===== config.mk =====
export PLATFORM = sky130hd
export DESIGN_NAME = spm_ram
export DESIGN_NICKNAME = d
export VERILOG_FILES = /design/src/hw/rtl/spm_ram.sv
export SDC_FILE = /design/constraint.sdc
export NUM_CORES = 2
export LEC_CHECK = 0
export BUFFER_PORTS_ARGS = -buffer_cell sky130_fd_sc_hd__buf_2
export CAP_MARGIN = 20
export CELL_PAD_IN_SITES_DETAIL_PLACEMENT = 0
export CELL_PAD_IN_SITES_GLOBAL_PLACEMENT = 1
export CORE_MARGIN = 2
export CORE_UTILIZATION = 56
export DETAILED_ROUTE_END_ITERATION = 6
export PLACE_DENSITY_LB_ADDON = 0.1
export SLEW_MARGIN = 20
export SYNTH_ARGS = -nofsm -noshare
export SYNTH_HDL_FRONTEND = slang
export SYNTH_SLANG_ARGS = --single-unit

===== constraint.sdc =====
create_clock -name clock -period 3.1 [get_ports clock]
set_clock_uncertainty 0.2 [all_clocks]
set_input_delay 0.31 -clock clock [delete_from_list [all_inputs] [get_ports clock]]
set_output_delay 0.31 -clock clock [all_outputs]
set_load 0.02 [all_outputs]

===== src/hw/rtl/spm_ram.sv =====
// Generic single-port-write, single-port-read RAM with a registered read.
// No dependencies.
module spm_ram #(
   parameter int Width = 8,
   parameter int Depth = 256
) (
   input  logic                     clock,
   input  logic                     wr_en,
   input  logic [$clog2(Depth)-1:0] wr_addr,
   input  logic [Width-1:0]         wr_data,
   input  logic [$clog2(Depth)-1:0] rd_addr,
   output logic [Width-1:0]         rd_data
);
   logic [Width-1:0] mem_ff [Depth];
   always_ff @(posedge clock) begin
      if (wr_en) begin
         mem_ff[wr_addr] <= wr_data;
      end
      rd_data <= mem_ff[rd_addr];
   end
endmodule


# [Yosys cells after proc, flatten, opt, wreduce, memory -nomap -nowiden]
# Memories as Yosys holds them, arrays and structs flattened. A register that Yosys moved wholly into a read port is not among the register bits.
# Cells that the tools add are included.
# W data, S select, Z words.
[word_totals] mem_bits_rw=2048 inputBits=26 mem_bits_ro=0 regBits=0 word_cells=3 latchBits=0 output_inout_bits=8 n_memories=1
[op_classes] div_mod_pow=0 mul=0 mux=2 n_reduce_logical=0 shifts=0 order_cmp=0 eq_ne=0 addsub=0 n_bitwise=0
[memory_table] name="mem_ff" depth=256 word_bits=8 read_ports=1 rd_clocked_by_memory_dff=1 write_ports=1 line_no="14" text="logic [Width-1:0] mem_ff [Depth];"
[op_table] op="$mux W1" count=2

# [Logic depth before layout (Yosys ltp)]
[depth] word_depth=2 mapped_depth=11 mapped_depth_nobuf=6

# [Worst setup path after synthesis]
# No wires, ideal clock.
[synth_path] kind="in2reg" startpoint="input port rd_addr[0]" endpoint="register rd_data[2], read port of mem_ff" path_buffers=4 path_stages=9 arrival_time_ns=2.117 required_time_ns=2.769 setup_time_ns=0.131 path_slack_ns=0.652 cell_sequence="buf_6 -> buf_12 -> buf_8 -> buf_2 -> mux4_2 -> a22oi_1 -> a21oi_1 -> nor4_1 -> nor4_2"
[synth_lines] element="from (decl)" line_no="11" text="input logic [$clog2(Depth)-1:0] rd_addr,"
[synth_lines] element="to (decl)" line_no="12" text="output logic [Width-1:0] rd_data"

==> flow_summary.yaml <==
critical_path:
  crit_required_ns: 3.57
  critical_path_cell_count: 9
  critical_path.cell_chain: "buf_8, buf_12, buf_12, mux4_2, o311ai_0, o22ai_1, nor4_1, buf_4, nor4_2"
  cp_slowest_cell: "nor4_1"
  crit_path_start_kind: "primary input"
  critical_path.max_fanout: 30
  cp-end-kind: "flop"
  crit_family: "buffers and inverters"
  slowest_delay_ns: 0.86
  arrival_ns: 3.39
  path_common_cell: "buf_12"
  critical_path_class: "primary input to flop"
  path_buf_inv: 4
  reg2regPathDepth: 6
routing:
  drcViolationCount: 0
  num_vias: 40300
  drt_iter0_drc: 4934
  ant_nets: 0
  wl_mm: 199
  firstDrtPassIters: 6
  avgViaCountPerCell: 6.30
  wl_per_cell_um: 31.0
global_routing:
  grt_max_degree: 133
  grt_pass1_vias: 41400
  overflow: 0
  grt_util_all_layers_pct: 27.8
  grt_antenna_before_repair: 9
  grt_pass1_wl_mm: 289
sta:
  hold_violations: 0
  timing.final.crit_share_pct: 94.1
  slew_violations: 0
  setup_violations: 0
  max_freq_mhz: 343
  worst_pin_slew_ns: 0.956
  setup_tns_ns: 0
  rsz0062_at_grt: "no"
  slew_headroom_pct: 35.7
  min_period_ns: 2.92
synth:
  postSynthRegisterBits: 2056
  ys_warn_count: 0
  async_flop_share_pct: 0
  yosysSeqAreaShare_pct: 77.5
  synth_nets: 3759
  netlist_instances: 3733
  synth_area_leaders: "edfxtp_1, mux4_2, mux2i_1, nor2_1, a22oi_1"
  synth_cell_types: 55
  synth_edf_count: 2048
  synth-main-ff-cell: "edfxtp_1"
  syn_area_per_cell_sq_um: 21.3
  synth_area_sq_mm: 0.0796
  yosys.area.top_type: "edfxtp_1"
  synth_top_area_share_pct: 77.3
die:
  initial_utilization_pct: 56.3
  dieHeight_um: 381
  die_w_um: 381
  die-area_sq_mm: 0.145
  fp-row-count: 138
  pin_count: 34
  core-area_sq_mm: 0.141
worst_hold_path:
  hold_depth: 3
  hold_path_class: "primary input to flop"
clock_tree:
  clock_path_buffers: 3
  cts-buffers-inserted: 200
  clkTransAtPathRegs_ns: 0.06
  cts_htree_levels: 4
  clkLatencyLatePin_ns: 0.82
  root_buffer: "clkbuf_16"
  cts_tree: "built"
  cts.sinks: 2056
placement:
  io_buffers: 33
  post-dp-hpwl_mm: 130
  gp_congestion: 0.885
cells_and_area:
  layout_commonest_cell: "edfxtp_1"
  n_fill_cell: 9400
  layout_common_cells: "edfxtp_1, buf_4, mux4_2"
  syn_to_final_growth_pct: 16.4
  drive_gt1_share_pct: 30.7
  nets: 4373
power:
  p_per_area_mw_per_mm2: 618
  peakVddDrop_v: 0.000543
  power.leakage_nw: 30.0
  total_power_mw: 57.2
run_status:
  run_status: "completed"
flow_run:
  drv_cap: 0
path summary, 6_finish.rpt:
| kind | slack [ns] | end | start |
|---|---|---|---|
| worst max-delay path | 0.18 | rd_data[6] | rd_addr[0] |
| worst min-delay path | 0.08 | mem_ff[159][3] | wr_addr[0] |
| worst max register to register | 0.21 | rd_data[6] | mem_ff[235][6] |
| worst min register to register | 0.96 | rd_data[3] | mem_ff[63][3] |
cells in the mapped netlist, types with 10 or more instances:
| cell type | number |
|---|---|
| nor3_1 | 22 |
| a221oi_1 | 13 |
| o211ai_1 | 10 |
| nor4_1 | 24 |
| o221ai_1 | 46 |
| o22ai_1 | 28 |
| buf_4 | 27 |
| a22oi_1 | 133 |
| buf_8 | 13 |
| buf_6 | 21 |
| nand4_1 | 10 |
| mux2i_1 | 134 |
| edfxtp_1 | 2048 |
| mux4_2 | 454 |
| nand2_1 | 33 |
| nand3_1 | 34 |
| clkbuf_1 | 111 |
| a21oi_1 | 96 |
| o21ai_0 | 10 |
| buf_1 | 22 |
| buf_2 | 31 |
| nor2b_1 | 31 |
| nor2_1 | 282 |
| a211oi_1 | 16 |
routing by layer:
metal	GRT usage, %	vias to the layer above	routed length (um)
met4	9.15	2	6430
met5	0	-	12
met2	44.5	1688	97400
met3	5.26	290	16000
met1	39.0	21400	78900
li1	-	16900	-
final cells by class:
cell class                 count  area [sq um]  area share [%]
sequential                  2056         61700            66.6
tap                         1890          2360            2.55
antenna                        5          12.5          0.0135
clock inverter               118           967            1.04
inverter                       2          7.51         0.00811
timing repair buffer         645          5760            6.22
multi-input combinational   1442         16500            17.8
clock buffer                 248          5330            5.76
metrics by stage:
step | std cells | worst slack (ns) | area (sq um) | util, % | hold WS [ns]
after floorplan | 3733 | 0.652 | 79600 | - | 0.209
after global placement | 6023 | -0.626 | 86200 | 61.0 | 0.445
after detailed placement | 6023 | -0.580 | 86200 | 61.0 | 0.450
after CTS | 6401 | 0.0142 | 92600 | 65.6 | 0.000611
after global routing | 6401 | 0.0172 | 92600 | 65.6 | 0.0683
final | 6406 | 0.183 | 92600 | 65.6 | 0.0790
cells by family after synthesis:
kind of cell | after synthesis | share of synthesized area [%]
mux | 591 | 14.6
compound gates | 385 | 3.42
buf+inv | 235 | 1.83
flops | 2056 | 77.5
simple gates | 466 | 2.63
repair_timing:
| action | in CTS | in global routing |
|---|---|---|
| setup buffers | 0 | 0 |
| endpoints found under the hold margin | 525 | 0 |
| gates resized for setup | 0 | 2 |
| setup endpoints to repair | 0 | 2 |
| hold buffers | 12 | 0 |
worst min-delay path, delay by kind of cell:
family        cells  cell delay [ns]
simple gates      2             0.45
buf+inv           1             0.16
where the power goes:
part,leakage (nW),internal [mW],switching (mW),total [mW]
Sequential,18.5,30.6,0.0438,30.7
Combinational,8.38,1.22,1.90,3.11
Clock,3.10,13.4,10.0,23.4
registers in the layout, indices dropped and copies added (netlist names):
name	count
rd_data	8
mem_ff	2048
No activity file was read; power rests on OpenSTA's default activity.
